==> src/shelf_atlas_packer_dedup_macros.svh <==
`ifndef SHELF_ATLAS_PACKER_DEDUP_MACROS_SVH
`define SHELF_ATLAS_PACKER_DEDUP_MACROS_SVH

// same-cycle implication, sampled on clk_i, off during reset
`define SAPD_ASSERT_IMPL(lbl, ante, cons, msg) \
  lbl: assert property (@(posedge clk_i) disable iff (!rst_ni) (ante) |-> (cons)) \
    else $error(msg);

// next-cycle implication
`define SAPD_ASSERT_NEXT(lbl, ante, cons, msg) \
  lbl: assert property (@(posedge clk_i) disable iff (!rst_ni) (ante) |=> (cons)) \
    else $error(msg);

`endif

==> src/sapd_pkg.sv <==
package sapd_pkg;

  localparam int unsigned KeyW     = 64;
  localparam int unsigned DimW     = 14;
  localparam int unsigned PadW     = 8;
  localparam int unsigned RowWW    = 15;
  localparam int unsigned CoordW   = 16;
  localparam int unsigned XOutW    = 15;
  localparam int unsigned SumW     = 17;
  localparam int unsigned CfgIdxW  = 8;
  localparam int unsigned CfgDataW = 16;

  localparam int unsigned MaxKeysDefault = 64;

  localparam logic [CfgIdxW-1:0] CFG_ATLAS_PADDING = 8'd0;
  localparam logic [CfgIdxW-1:0] CFG_MAX_ROW_WIDTH = 8'd1;

  localparam logic [PadW-1:0]  PadReset  = 8'd2;
  localparam logic [RowWW-1:0] RowWReset = 15'd2048;

  typedef enum logic [2:0] {
    ST_IDLE,
    ST_SEARCH,
    ST_ADVANCE,
    ST_WRAP,
    ST_PLACE,
    ST_FINAL,
    ST_DONE
  } state_e;

  typedef struct packed {
    logic [KeyW-1:0] image_key;
    logic            image_present;
    logic [DimW-1:0] image_width;
    logic [DimW-1:0] image_height;
    logic            last_item;
  } item_t;

  typedef struct packed {
    logic              placed;
    logic [XOutW-1:0]  place_x;
    logic [CoordW-1:0] place_y;
    logic              is_final;
    logic              atlas_empty;
    logic [XOutW-1:0]  atlas_width;
    logic [CoordW-1:0] atlas_height;
    logic              overflow;
  } result_t;

  typedef struct packed {
    logic [CfgIdxW-1:0]  index;
    logic [CfgDataW-1:0] value;
  } cfg_t;

  typedef struct packed {
    logic [CoordW-1:0] a;
    logic [DimW-1:0]   b;
    logic [PadW-1:0]   c;
  } alu_op_t;

  typedef struct packed {
    logic [SumW-1:0]   sum;
    logic              sat;
    logic [CoordW-1:0] sat_val;
  } alu_res_t;

endpackage

==> src/sapd_intf.sv <==
interface sapd_item_if;
  logic            valid;
  logic            ready;
  sapd_pkg::item_t data;

  modport source (output valid, output data, input ready);
  modport sink (input valid, input data, output ready);
endinterface

interface sapd_res_if;
  logic              valid;
  logic              ready;
  sapd_pkg::result_t data;

  modport source (output valid, output data, input ready);
  modport sink (input valid, input data, output ready);
endinterface

interface sapd_cfg_if;
  logic           valid;
  logic           ready;
  sapd_pkg::cfg_t data;

  modport source (output valid, output data, input ready);
  modport sink (input valid, input data, output ready);
endinterface

==> src/sapd_adder.sv <==
module sapd_adder (
  input  sapd_pkg::alu_op_t  op_i,
  output sapd_pkg::alu_res_t res_o
);

  logic [sapd_pkg::SumW-1:0] sum;

  assign sum = sapd_pkg::SumW'(op_i.a) + sapd_pkg::SumW'(op_i.b)
             + sapd_pkg::SumW'(op_i.c);

  assign res_o.sum     = sum;
  assign res_o.sat     = sum[sapd_pkg::SumW-1];
  assign res_o.sat_val = sum[sapd_pkg::SumW-1] ? '1 : sum[sapd_pkg::CoordW-1:0];

endmodule

==> src/sapd_key_store.sv <==
module sapd_key_store #(
  parameter  int unsigned MAX_KEYS = sapd_pkg::MaxKeysDefault,
  localparam int unsigned AddrW    = (MAX_KEYS > 1) ? $clog2(MAX_KEYS) : 1
) (
  input  logic                      clk_i,
  input  logic                      wr_en_i,
  input  logic [AddrW-1:0]          wr_addr_i,
  input  logic [sapd_pkg::KeyW-1:0] wr_key_i,
  input  logic                      rd_en_i,
  input  logic [AddrW-1:0]          rd_addr_i,
  output logic [sapd_pkg::KeyW-1:0] rd_key_o
);

  logic [sapd_pkg::KeyW-1:0] mem_q [MAX_KEYS];
  logic [sapd_pkg::KeyW-1:0] rd_key_q;

  always_ff @(posedge clk_i) begin
    if (wr_en_i) begin
      mem_q[wr_addr_i] <= wr_key_i;
    end
  end

  always_ff @(posedge clk_i) begin
    if (rd_en_i) begin
      rd_key_q <= mem_q[rd_addr_i];
    end
  end

  assign rd_key_o = rd_key_q;

endmodule

==> src/shelf_atlas_packer_dedup.sv <==
// Next-fit shelf packer for an atlas, with duplicate keys dropped. One image
// is taken per transfer and one result is returned per image; the item flagged
// last also carries the atlas size, after which the list state clears. The
// block holds one image at a time: an absent image skips the key search and a
// present one compares its key with the keys already stored in this list (at
// most MAX_KEYS). The key store is read one entry per cycle and every
// coordinate update goes through a single shared adder. A finished result
// sits in an output register, so the next image is taken while it waits.
// Configuration writes are taken at any time.
`include "shelf_atlas_packer_dedup_macros.svh"

module shelf_atlas_packer_dedup #(
  parameter int unsigned MAX_KEYS = sapd_pkg::MaxKeysDefault
) (
  input  logic         clk_i,
  input  logic         rst_ni,
  sapd_cfg_if.sink     cfg_i,
  sapd_item_if.sink    img_i,
  sapd_res_if.source   res_o
);

  localparam int unsigned AddrW  = (MAX_KEYS > 1) ? $clog2(MAX_KEYS) : 1;
  localparam int unsigned CountW = $clog2(MAX_KEYS + 1);

  sapd_pkg::state_e state_q, state_d;

  logic [sapd_pkg::PadW-1:0]   pad_q, pad_d;
  logic [sapd_pkg::RowWW-1:0]  mrw_q, mrw_d;
  logic [sapd_pkg::CoordW-1:0] cur_x_q, cur_x_d;
  logic [sapd_pkg::CoordW-1:0] cur_y_q, cur_y_d;
  logic [sapd_pkg::DimW-1:0]   row_h_q, row_h_d;
  logic [sapd_pkg::CoordW-1:0] widest_q, widest_d;
  logic                        any_q, any_d;
  logic                        ovf_q, ovf_d;
  logic                        open_q, open_d;
  logic [CountW-1:0]           cnt_q, cnt_d;
  logic [CountW-1:0]           idx_q, idx_d;
  logic                        rdv_q, rdv_d;
  logic                        out_v_q, out_v_d;

  sapd_pkg::item_t   item_q, item_d;
  sapd_pkg::result_t wres_q, wres_d;
  sapd_pkg::result_t res_q, res_d;

  sapd_pkg::alu_op_t  alu_op;
  sapd_pkg::alu_res_t alu_res;

  logic [sapd_pkg::KeyW-1:0]   rd_key;
  logic                        rd_go;
  logic                        hit;
  logic                        wr_en;
  logic [sapd_pkg::PadW:0]     min_sz;
  logic [sapd_pkg::CoordW-1:0] new_x;

  sapd_adder u_adder (
    .op_i  (alu_op),
    .res_o (alu_res)
  );

  sapd_key_store #(
    .MAX_KEYS (MAX_KEYS)
  ) u_key_store (
    .clk_i     (clk_i),
    .wr_en_i   (wr_en),
    .wr_addr_i (cnt_q[AddrW-1:0]),
    .wr_key_i  (item_q.image_key),
    .rd_en_i   (rd_go),
    .rd_addr_i (idx_q[AddrW-1:0]),
    .rd_key_o  (rd_key)
  );

  assign cfg_i.ready = 1'b1;
  assign img_i.ready = (state_q == sapd_pkg::ST_IDLE);
  assign res_o.valid = out_v_q;
  assign res_o.data  = res_q;

  assign hit    = rdv_q && (rd_key == item_q.image_key);
  assign rd_go  = (state_q == sapd_pkg::ST_SEARCH) && (idx_q < cnt_q) && !hit;
  assign min_sz = {pad_q, 1'b1};
  assign new_x  = alu_res.sum[sapd_pkg::CoordW-1:0];

  always_comb begin
    state_d  = state_q;
    pad_d    = pad_q;
    mrw_d    = mrw_q;
    cur_x_d  = cur_x_q;
    cur_y_d  = cur_y_q;
    row_h_d  = row_h_q;
    widest_d = widest_q;
    any_d    = any_q;
    ovf_d    = ovf_q;
    open_d   = open_q;
    cnt_d    = cnt_q;
    idx_d    = idx_q;
    rdv_d    = rdv_q;
    out_v_d  = out_v_q;
    item_d   = item_q;
    wres_d   = wres_q;
    res_d    = res_q;
    wr_en    = 1'b0;

    if ((state_q == sapd_pkg::ST_WRAP) || (state_q == sapd_pkg::ST_FINAL)) begin
      alu_op = '{a: cur_y_q, b: row_h_q, c: pad_q};
    end else begin
      alu_op = '{a: cur_x_q, b: item_q.image_width, c: pad_q};
    end

    if (cfg_i.valid) begin
      unique case (cfg_i.data.index)
        sapd_pkg::CFG_ATLAS_PADDING: pad_d = cfg_i.data.value[sapd_pkg::PadW-1:0];
        sapd_pkg::CFG_MAX_ROW_WIDTH: mrw_d = cfg_i.data.value[sapd_pkg::RowWW-1:0];
        default: ;
      endcase
    end

    if (out_v_q && res_o.ready) begin
      out_v_d = 1'b0;
    end

    unique case (state_q)
      sapd_pkg::ST_IDLE: begin
        if (img_i.valid) begin
          item_d = img_i.data;
          wres_d = '0;
          idx_d  = '0;
          rdv_d  = 1'b0;
          if (!open_q) begin
            cur_x_d = sapd_pkg::CoordW'(pad_q);
            cur_y_d = sapd_pkg::CoordW'(pad_q);
            open_d  = 1'b1;
          end
          if (img_i.data.image_present) begin
            state_d = sapd_pkg::ST_SEARCH;
          end else if (img_i.data.last_item) begin
            state_d = sapd_pkg::ST_FINAL;
          end else begin
            state_d = sapd_pkg::ST_DONE;
          end
        end
      end
      sapd_pkg::ST_SEARCH: begin
        rdv_d = rd_go;
        if (rd_go) begin
          idx_d = idx_q + 1'b1;
        end
        if (hit) begin
          state_d = item_q.last_item ? sapd_pkg::ST_FINAL : sapd_pkg::ST_DONE;
        end else if (!rd_go && !rdv_q) begin
          if (cnt_q != CountW'(MAX_KEYS)) begin
            wr_en = 1'b1;
            cnt_d = cnt_q + 1'b1;
          end else begin
            ovf_d = 1'b1;
          end
          if ((item_q.image_width != '0) && (item_q.image_height != '0)) begin
            state_d = sapd_pkg::ST_ADVANCE;
          end else begin
            state_d = item_q.last_item ? sapd_pkg::ST_FINAL : sapd_pkg::ST_DONE;
          end
        end
      end
      sapd_pkg::ST_ADVANCE: begin
        if ((cur_x_q > sapd_pkg::CoordW'(pad_q))
            && (alu_res.sum > sapd_pkg::SumW'(mrw_q))) begin
          cur_x_d = sapd_pkg::CoordW'(pad_q);
          state_d = sapd_pkg::ST_WRAP;
        end else begin
          state_d = sapd_pkg::ST_PLACE;
        end
      end
      sapd_pkg::ST_WRAP: begin
        cur_y_d = alu_res.sat_val;
        row_h_d = '0;
        if (alu_res.sat) begin
          ovf_d = 1'b1;
        end
        state_d = sapd_pkg::ST_PLACE;
      end
      sapd_pkg::ST_PLACE: begin
        wres_d.placed  = 1'b1;
        wres_d.place_x = cur_x_q[sapd_pkg::XOutW-1:0];
        wres_d.place_y = cur_y_q;
        cur_x_d        = new_x;
        any_d          = 1'b1;
        if (item_q.image_height > row_h_q) begin
          row_h_d = item_q.image_height;
        end
        if (new_x > widest_q) begin
          widest_d = new_x;
        end
        state_d = item_q.last_item ? sapd_pkg::ST_FINAL : sapd_pkg::ST_DONE;
      end
      sapd_pkg::ST_FINAL: begin
        wres_d.is_final = 1'b1;
        if (any_q) begin
          if (widest_q > sapd_pkg::CoordW'(min_sz)) begin
            wres_d.atlas_width = widest_q[sapd_pkg::XOutW-1:0];
          end else begin
            wres_d.atlas_width = sapd_pkg::XOutW'(min_sz);
          end
          if (alu_res.sat_val > sapd_pkg::CoordW'(min_sz)) begin
            wres_d.atlas_height = alu_res.sat_val;
          end else begin
            wres_d.atlas_height = sapd_pkg::CoordW'(min_sz);
          end
          if (alu_res.sat) begin
            ovf_d = 1'b1;
          end
        end else begin
          wres_d.atlas_empty = 1'b1;
        end
        state_d = sapd_pkg::ST_DONE;
      end
      sapd_pkg::ST_DONE: begin
        if (!out_v_q || res_o.ready) begin
          out_v_d        = 1'b1;
          res_d          = wres_q;
          res_d.overflow = ovf_q;
          if (item_q.last_item) begin
            open_d   = 1'b0;
            row_h_d  = '0;
            widest_d = '0;
            any_d    = 1'b0;
            cnt_d    = '0;
            ovf_d    = 1'b0;
          end
          state_d = sapd_pkg::ST_IDLE;
        end
      end
      default: state_d = sapd_pkg::ST_IDLE;
    endcase
  end

  always_ff @(posedge clk_i or negedge rst_ni) begin
    if (!rst_ni) begin
      state_q <= sapd_pkg::ST_IDLE;
    end else begin
      state_q <= state_d;
    end
  end

  always_ff @(posedge clk_i or negedge rst_ni) begin
    if (!rst_ni) begin
      pad_q    <= sapd_pkg::PadReset;
      mrw_q    <= sapd_pkg::RowWReset;
      cur_x_q  <= '0;
      cur_y_q  <= '0;
      row_h_q  <= '0;
      widest_q <= '0;
      any_q    <= 1'b0;
      ovf_q    <= 1'b0;
      open_q   <= 1'b0;
      cnt_q    <= '0;
      idx_q    <= '0;
      rdv_q    <= 1'b0;
      out_v_q  <= 1'b0;
    end else begin
      pad_q    <= pad_d;
      mrw_q    <= mrw_d;
      cur_x_q  <= cur_x_d;
      cur_y_q  <= cur_y_d;
      row_h_q  <= row_h_d;
      widest_q <= widest_d;
      any_q    <= any_d;
      ovf_q    <= ovf_d;
      open_q   <= open_d;
      cnt_q    <= cnt_d;
      idx_q    <= idx_d;
      rdv_q    <= rdv_d;
      out_v_q  <= out_v_d;
    end
  end

  always_ff @(posedge clk_i) begin
    item_q <= item_d;
    wres_q <= wres_d;
    res_q  <= res_d;
  end

  `SAPD_ASSERT_NEXT(a_busy_after_take, img_i.valid && img_i.ready, state_q != sapd_pkg::ST_IDLE, "image taken but sequencer still idle")
  `SAPD_ASSERT_IMPL(a_cnt_bound, 1'b1, cnt_q <= CountW'(MAX_KEYS), "key count beyond store depth")
  `SAPD_ASSERT_IMPL(a_idx_bound, state_q == sapd_pkg::ST_SEARCH, idx_q <= cnt_q, "search index past stored keys")
  `SAPD_ASSERT_IMPL(a_cur_x_range, open_q, !cur_x_q[sapd_pkg::CoordW-1], "row cursor out of range")

endmodule
==> src/flat_wrapper.sv <==
// flat-port wrapper written by rule: the top's interface ports become plain ports
module shelf_atlas_packer_dedup_flat 
#(
  parameter int unsigned MAX_KEYS = sapd_pkg::MaxKeysDefault
)
  (clk_i, rst_ni, cfg_i_valid, cfg_i_data, cfg_i_ready, img_i_valid, img_i_data, img_i_ready, res_o_valid, res_o_data, res_o_ready);
  sapd_cfg_if cfg_i_i ();
  sapd_item_if img_i_i ();
  sapd_res_if res_o_i ();
  input  logic clk_i;
  input  logic rst_ni;
  input wire logic [$bits(cfg_i_i.valid)-1:0] cfg_i_valid;
  input wire logic [$bits(cfg_i_i.data)-1:0] cfg_i_data;
  output wire logic [$bits(cfg_i_i.ready)-1:0] cfg_i_ready;
  input wire logic [$bits(img_i_i.valid)-1:0] img_i_valid;
  input wire logic [$bits(img_i_i.data)-1:0] img_i_data;
  output wire logic [$bits(img_i_i.ready)-1:0] img_i_ready;
  output wire logic [$bits(res_o_i.valid)-1:0] res_o_valid;
  output wire logic [$bits(res_o_i.data)-1:0] res_o_data;
  input wire logic [$bits(res_o_i.ready)-1:0] res_o_ready;
  assign cfg_i_i.valid = cfg_i_valid;
  assign cfg_i_i.data = cfg_i_data;
  assign cfg_i_ready = cfg_i_i.ready;
  assign img_i_i.valid = img_i_valid;
  assign img_i_i.data = img_i_data;
  assign img_i_ready = img_i_i.ready;
  assign res_o_valid = res_o_i.valid;
  assign res_o_data = res_o_i.data;
  assign res_o_i.ready = res_o_ready;
  shelf_atlas_packer_dedup #(.MAX_KEYS(MAX_KEYS)) u_core (.clk_i(clk_i), .rst_ni(rst_ni), .cfg_i(cfg_i_i), .img_i(img_i_i), .res_o(res_o_i));
endmodule
==> config.mk <==
export PLATFORM = sky130hd
export DESIGN_NAME = shelf_atlas_packer_dedup_flat
export DESIGN_NICKNAME = d
export VERILOG_FILES = /design/src/sapd_pkg.sv /design/src/sapd_intf.sv /design/src/sapd_adder.sv /design/src/sapd_key_store.sv /design/src/shelf_atlas_packer_dedup.sv /design/src/flat_wrapper.sv
export VERILOG_INCLUDE_DIRS = /design/src /design/src/src
export SDC_FILE = /design/constraint.sdc
export NUM_CORES = 2
export LEC_CHECK = 0
export BUFFER_PORTS_ARGS = -buffer_cell sky130_fd_sc_hd__clkbuf_2
export CAP_MARGIN = 40
export CORE_ASPECT_RATIO = 1.1
export CORE_MARGIN = 4
export CORE_UTILIZATION = 38
export CTS_CLUSTER_DIAMETER = 60
export DETAILED_ROUTE_END_ITERATION = 16
export HOLD_SLACK_MARGIN = 0.06
export PLACE_DENSITY = 0.51
export SETUP_SLACK_MARGIN = 0.1
export SLEW_MARGIN = 15
export SYNTH_ARGS = -nofsm -noshare
export SYNTH_HDL_FRONTEND = slang
export SYNTH_SLANG_ARGS = --single-unit
export TNS_END_PERCENT = 5
==> constraint.sdc <==
create_clock -name clk_i -period 16.6 [get_ports clk_i]
set_clock_uncertainty 0.15 [all_clocks]
set_input_delay 0.83 -clock clk_i [delete_from_list [all_inputs] [get_ports clk_i]]
set_output_delay 0.83 -clock clk_i [all_outputs]
set_load 0.05 [all_outputs]
# ---- Yosys cells after proc, flatten, opt, wreduce, memory -nomap -nowiden
# Memories as Yosys holds them, arrays and structs flattened. A register that Yosys moved wholly into a read port is not among the register bits.
# Cells that the tools add are included.
dict set report classes {
  addsub 4
  mul 0
  n_div 0
  n_lt_le_gt_ge 7
  eq_ne 24
  n_shift 0
  muxes 63
  n_bitwise 0
  reduce_logical 46
}
# cell count
set op_table {}
lappend op_table {{$mux 16} 8}
lappend op_table {{$mux 66} 1}
lappend op_table {{$pmux 33 s2} 1}
lappend op_table {{$eq 64x64->1} 1}
lappend op_table {{$pmux 16 s2} 2}
lappend op_table {{$pmux 32 s2} 1}
lappend op_table {{$mux 7} 7}
lappend op_table {{$pmux 16 s3} 1}
lappend op_table {{$mux 14} 3}
lappend op_table {{$pmux 14 s3} 1}
lappend op_table {{$mux 38} 1}
lappend op_table {{$gt 16x9->1} 2}
lappend op_table {{$mux 31} 1}
lappend op_table {{$pmux 7 s2} 2}
lappend op_table {{$reduce_bool 14->1} 2}
lappend op_table {{$mux 3} 7}
lappend op_table {{$pmux 3 s7} 1}
lappend op_table {{$mux 1} 19}
lappend op_table {{$reduce_and 3->1} 6}
lappend op_table {{$add 16x14->17} 1}
lappend op_table {{$add 17x8->17} 1}
lappend op_table {{$gt 17x15->1} 1}
lappend op_table {{$gt 16x16->1} 1}
lappend op_table {{$gt 16x8->1} 1}
lappend op_table {{27 further kinds} 72}
dict set report totals {
  reg_bits 331
  latchBits 0
  ramBits 4096
  romBits 0
  output_inout_bits 69
  wordCells 178
  n_memories 1
}
# memory words word_bits read_ports rd_ports_with_merged_regs write_ports line_no
set memory_table {}
lappend memory_table {u_core.u_key_store.mem_q 64 64 1 1 1 sapd_key_store.sv:14} ;# logic [sapd_pkg::KeyW-1:0] mem_q [MAX_KEYS];

# ---- Logic depth before layout (Yosys ltp)
dict set report depth {
  depth_word 11
  ltp_mapped 27
  ltp_nobuf 24
}

# ---- Hierarchy
# Synthesis repeated with hierarchy kept, for this count alone.
dict set report hier_totals {
  cells_unflattened 7962
  hier_area_um2 173687.8
}
# mod n_inst cells_each area_per_inst_um2
set by_module_without_submodules {}
lappend by_module_without_submodules {sapd_key_store 1 6598 157025.6}
lappend by_module_without_submodules {shelf_atlas_packer_dedup 1 1220 15489.9}
lappend by_module_without_submodules {sapd_adder 1 144 1172.4}

# ---- Worst setup path after synthesis
# OpenSTA, ideal clock, no wires.
dict set report synth_timing {
  kind {register -> register}
  start {register u_core.item_q[54] (netlist bit)}
  end {memory u_core.u_key_store.mem_q[37][0] (netlist bit), enable pin}
  setup_time_ns 0.644
  t_arrival_ns 8.964
  setup_slack_ns 6.842
  path_stages_with_launch 10
  period_less_slack_ns 9.758
  path_cell_list {edfxtp_1 > xnor2_1 > o21ai_0 > or4_1 > nor4_1 > nand4_1 > nand3_1 > buf_2 > nand2_1 > nor4_1}
}
dict set report synth_via {
  elab_chain_cells 11
}
# item line_no
set synth_rtl {}
lappend synth_rtl {{from (decl)} shelf_atlas_packer_dedup.sv:41} ;# sapd_pkg::item_t item_q, item_d;
lappend synth_rtl {{from (signal assigned)} shelf_atlas_packer_dedup.sv:275} ;# item_q <= item_d;
lappend synth_rtl {{$eq 64x64->1 (*)} shelf_atlas_packer_dedup.sv:77} ;# assign hit = rdv_q && (rd_key == item_q.image_key);
lappend synth_rtl {{$logic_and 1x1->1 (*)} shelf_atlas_packer_dedup.sv:77}
lappend synth_rtl {{$logic_not 1->1} shelf_atlas_packer_dedup.sv:78} ;# assign rd_go = (state_q == sapd_pkg::ST_SEARCH) && (idx_q < cnt_q) && !hit;
lappend synth_rtl {{$logic_and 1x1->1} shelf_atlas_packer_dedup.sv:78}
lappend synth_rtl {{$logic_not 1->1} shelf_atlas_packer_dedup.sv:148} ;# end else if (!rd_go && !rdv_q) begin
lappend synth_rtl {{$logic_and 1x1->1} shelf_atlas_packer_dedup.sv:148}
lappend synth_rtl {{$mux 1} shelf_atlas_packer_dedup.sv:148}
lappend synth_rtl {{$mux 1 (*)} shelf_atlas_packer_dedup.sv:146} ;# if (hit) begin
lappend synth_rtl {{$mux 1 (*)} shelf_atlas_packer_dedup.sv:120} ;# unique case (state_q)
lappend synth_rtl {{$mux 1 (*)} sapd_key_store.sv:18} ;# if (wr_en_i) begin
lappend synth_rtl {{$mux 1 (implied by the code) (*)} sapd_key_store.sv:19} ;# mem_q[wr_addr_i] <= wr_key_i;
lappend synth_rtl {{to (decl)} sapd_key_store.sv:14}
# Every way passes the cells marked *; elsewhere a longest branch is shown, timed or not.

# ---- Worst setup path in the final report
dict set report layout_timing {
  start {register u_core.state_q[2]}
  end {register u_core.cur_x_q[6] (netlist bit)}
}
dict set report layout_via {
  elab_chain_cells 9
  elab_cells_between_ends 17
}
# item line_no
set layout_rtl {}
lappend layout_rtl {{from (decl)} shelf_atlas_packer_dedup.sv:25} ;# sapd_pkg::state_e state_q, state_d;
lappend layout_rtl {{from (signal assigned)} shelf_atlas_packer_dedup.sv:236} ;# state_q <= sapd_pkg::ST_IDLE;
lappend layout_rtl {{from (signal assigned)} shelf_atlas_packer_dedup.sv:238} ;# state_q <= state_d;
lappend layout_rtl {{$eq 3x2->1 or $eq 3x3->1 (tied branches)} shelf_atlas_packer_dedup.sv:102} ;# if ((state_q == sapd_pkg::ST_WRAP) || (state_q == sapd_pkg::ST_FINAL)) begin
lappend layout_rtl {{$logic_or 1x1->1} shelf_atlas_packer_dedup.sv:102}
lappend layout_rtl {{$mux 38} shelf_atlas_packer_dedup.sv:102}
lappend layout_rtl {{$add 16x14->17} sapd_adder.sv:8} ;# assign sum = sapd_pkg::SumW'(op_i.a) + sapd_pkg::SumW'(op_i.b)
lappend layout_rtl {{$add 17x8->17} sapd_adder.sv:9} ;# + sapd_pkg::SumW'(op_i.c);
lappend layout_rtl {{$gt 17x15->1} shelf_atlas_packer_dedup.sv:164} ;# && (alu_res.sum > sapd_pkg::SumW'(mrw_q))) begin
lappend layout_rtl {{$logic_and 1x1->1} shelf_atlas_packer_dedup.sv:164}
lappend layout_rtl {{$ne 2x1->1 (no source line)} n/a}
lappend layout_rtl {{$reduce_and 4->1 (no source line)} n/a}
lappend layout_rtl {{to (signal assigned)} shelf_atlas_packer_dedup.sv:260} ;# cur_x_q <= cur_x_d;
lappend layout_rtl {{to (decl)} shelf_atlas_packer_dedup.sv:29} ;# logic [sapd_pkg::CoordW-1:0] cur_x_q, cur_x_d;
# Several ways; a longest one is shown, not always the timed one.
# A chain may end at the register's enable or synchronous reset.

==> results.sh <==
export IMPL_status="complete, no violations"
export IMPL_ys_seq_area_frac=0.776
export IMPL_fin_util=0.444
export IMPL_h_tree_depth=5
export IMPL_wl_per_cell_um=34.9
export IMPL_die_w_um=651
export IMPL_clk_latency_ps=1030
export IMPL_drv_slew=0
export IMPL_synth_area_sq_um=173000
export IMPL_grt_max_degree=116
export IMPL_synth_edff_count=4384
export IMPL_dr_pass1_iters=6
export IMPL_max_slew_margin=0.320
export IMPL_hold_path_class="in -> reg"
export IMPL_num_vias=83400
export IMPL_power_density_nw_per_um2=154
export IMPL_synth_top_cell_area_share=0.761
export IMPL_drt_wl_total_mm=503
export IMPL_path_depth=24
export IMPL_viasPerCell=5.78
export IMPL_cts_path_max_buffers=4
export IMPL_cts_setup_buffers=0
export IMPL_antenna_found_initial=29
export IMPL_synth_nets=7487
export IMPL_p_leak_nw=62.3
export IMPL_maxCapViolations=0
export IMPL_place_area_sq_um=185000
export IMPL_cts_clk_slew_worst_paths_ps=60
export IMPL_ant_nets=0
export IMPL_syn2layout_area_growth_pct=16.2
export IMPL_die_height_um=716
export IMPL_critPathMaxFanout=44
export IMPL_row_count=259
export IMPL_crit_buf_inv=5
export IMPL_grt_overflow=0
export IMPL_endpoint_kind="flop"
export IMPL_first_iter_violations=10600
export IMPL_min_from="img_i_data[29]"
export IMPL_layout_drive_gt1_share=0.318
export IMPL_async_reset_ff_frac=0.0238
export IMPL_ys_types=73
export IMPL_fin_setup_tns_ps=0
export IMPL_ys_flop_type="edfxtp_1"
export IMPL_cts_sinks=4491
export IMPL_setup_viol=0
export IMPL_tightestPinTransition_ps=1020
export IMPL_nets=8285
export IMPL_synthCells=7257
export IMPL_dieArea_sq_um=466000
export IMPL_place_inst=13500
export IMPL_ir_drop_mv=0.114
export IMPL_synth_top_area_cell="edfxtp_1"
export IMPL_cts_buffers=457
export IMPL_r2r_start="u_core.state_q[2]$_DFFE_PN0P_"
export IMPL_cts_root_buf="clkbuf_16"
export IMPL_crit_chain="buf_4, nor2b_1, o21ai_4, buf_4, mux2_2, fa_1, ha_1, inv_1, fa_1, nor2b_1, o2111ai_1, a21oi_1, o221ai_1, xor2_1, inv_1, ha_1, nand4_1, o41ai_1, a21oi_1, a211oi_1, a31oi_2, a21oi_2, buf_6, mux2_2"
export IMPL_grt_pass1_wl_mm=696
export IMPL_remaining_drc_errors=0
export IMPL_reg2reg_to="u_core.cur_x_q[6]$_DFFE_PN0P_"
export IMPL_cts_tree="yes"
export IMPL_cp_top_family="compound AO/OA/AOI/OAI gates"
export IMPL_crit_slowest_cell="a21oi_2"
export IMPL_max_freq_mhz=123
export IMPL_min_period_ps=8120
export IMPL_total_power_mw=31.0
export IMPL_yosysWarnings=0
export IMPL_place_port_buffers=189
export IMPL_gp_congestion=0.836
export IMPL_netlist_top_cells_area="edfxtp_1, mux4_2, dfrtp_1, ha_1, clkbuf_1"
export IMPL_synth_seq_cells=4491
export IMPL_cp_arrival_ps=8870
export IMPL_core_area_sq_um=453000
export IMPL_post_route_cell_area_sq_um=201000
export IMPL_finalHoldViolCount=0
export IMPL_finalNonFillerCells=14400
export IMPL_hold_path_cell_count=4
export IMPL_dpl_hpwl_mm=286
export IMPL_initial_core_util=0.382
export IMPL_grtUsageTotal=0.213
export IMPL_pin_count=192
export IMPL_avgSynthCellArea_sq_um=23.8
export IMPL_cp_required_ps=17350
export IMPL_cpPeakStageDelay_ps=590
export IMPL_hold_path_end="u_core.state_q[0]$_DFFE_PN0P_"
export IMPL_rsz0062_at_grt="no"
export IMPL_grt_pass1_vias=84800
export IMPL_worstSetupPathType="reg -> reg"
export IMPL_critPathLaunchType="flop"
export IMPL_post_route_period_util=0.489
export IMPL_ff2ff_path_depth=24
export IMPL_rrSetupSlack_ps=8480
[worst max-delay path by stage]
stage,end,startpoint
after floorplan,u_core.u_key_store.mem_q[37][0]$_DFFE_PP_,u_core.item_q[54]$_DFFE_PP_
after global placement,u_core.cur_x_q[4]$_DFFE_PN0P_,u_core.state_q[2]$_DFFE_PN0P_
after detailed placement,u_core.cur_x_q[5]$_DFFE_PN0P_,u_core.state_q[2]$_DFFE_PN0P_
after CTS,u_core.cur_x_q[5]$_DFFE_PN0P_,u_core.state_q[2]$_DFFE_PN0P_
after global routing,u_core.cur_x_q[5]$_DFFE_PN0P_,u_core.state_q[2]$_DFFE_PN0P_
final,u_core.cur_x_q[6]$_DFFE_PN0P_,u_core.state_q[2]$_DFFE_PN0P_
[where the power goes]
group	total (mW)	switching (mW)	internal, mW
sequential	13.5	0.234	13.2
clock	10.0	4.36	5.68
combinational	7.50	4.28	3.23
[layer usage]
metal | vias up | global-route usage | wire, um
li1 | 32800 | - | -
met1 | 46500 | 0.298 | 209000
met2 | 3357 | 0.352 | 247000
met3 | 701 | 0.0303 | 33200
met4 | 10 | 0.0577 | 14500
met5 | - | 0 | 70
[cell families after synthesis]
kind of cell,synth area share
flops,0.776
mux,0.179
buf+inv,0.0106
simple gates,0.0129
compound gates,0.0107
fa+ha+maj,0.00813
xor+xnor,0.00218
other cells,0.0000217
[cell usage after synthesis, drive strengths merged, types with 30 or more instances]
library cell  number
mux2              32
o21ai             63
dfrtp            105
nand2            109
and3              39
nor2b             30
a21oi             68
nor2             105
mux4            1344
clkbuf           251
inv              121
buf              106
ha                98
a22o              30
edfxtp          4384
mux2i             37
[repair_timing]
| action | in CTS | in global routing |
|---|---|---|
| gates resized for setup | 0 | 0 |
| endpoints found under the hold margin | 159 | 0 |
| hold buffers | 114 | 0 |
[cells in the final DEF, fill, tap and decap left out, types with 28 or more instances in the layout]
master         netlist  final
a21oi_1             67     66
a22o_1              30     30
and3_1              39     36
buf_12               0     57
buf_16               0     55
buf_4                2    274
bufinv_16            0     36
clkbuf_1           251    101
clkbuf_16            0    464
clkbuf_2             0    188
clkinv_1             3    106
clkinv_2             0     74
dfrtp_1            105     99
dlygate4sd3_1        0    114
edfxtp_1          4384   4384
ha_1                98     98
inv_1              118    117
mux2_2              31     31
mux2i_1             37     37
mux4_2            1344   1344
nand2_1            109    109
nand3_1             28     28
nor2_1             104     57
nor2_4               0     47
nor2b_1             30     30
o21ai_0             59     59
xor2_1              29     29
[flip-flops by register name, summed over array words and instances (netlist names)]
signal and count:
u_core.u_key_store.mem_q 4096, u_core.item_q 93, u_core.res_o.data 66, u_core.wres_q 65, u_core.u_key_store.rd_key_o 64, u_core.cur_x_q 16
u_core.cur_y_q 16, u_core.widest_q 16, u_core.mrw_q 15, u_core.row_h_q 14, u_core.pad_q 8, u_core.cnt_q 7
u_core.idx_q 7, u_core.state_q 3, u_core.any_q 1, u_core.open_q 1, u_core.ovf_q 1, u_core.rdv_q 1
u_core.res_o.valid 1
[final cells by class]
type | instances | area, sq um
Fill cell | 38100 | 252000
Clock buffer | 565 | 12000
Sequential cell | 4491 | 134000
Inverter | 124 | 475
Antenna cell | 7 | 17.5
Timing Repair Buffer | 696 | 6880
Tap cell | 6003 | 7510
Clock inverter | 266 | 2480
Multi-Input combinational cell | 2285 | 37300
[stage by stage]
stage / hold slack (ps) / worst slack (ps)
after floorplan: 250 / 6840
after global placement: 255 / 8580
after detailed placement: 255 / 8700
after CTS: 72.3 / 8650
after global routing: 123 / 8150
final: 183 / 8480
[tightest hold or removal path, delay by kind of cell]
kind / cells / cell delay [ps]
buf+inv: 1 / 110
compound gates: 3 / 370
No activity file was read; power rests on OpenSTA's default activity.
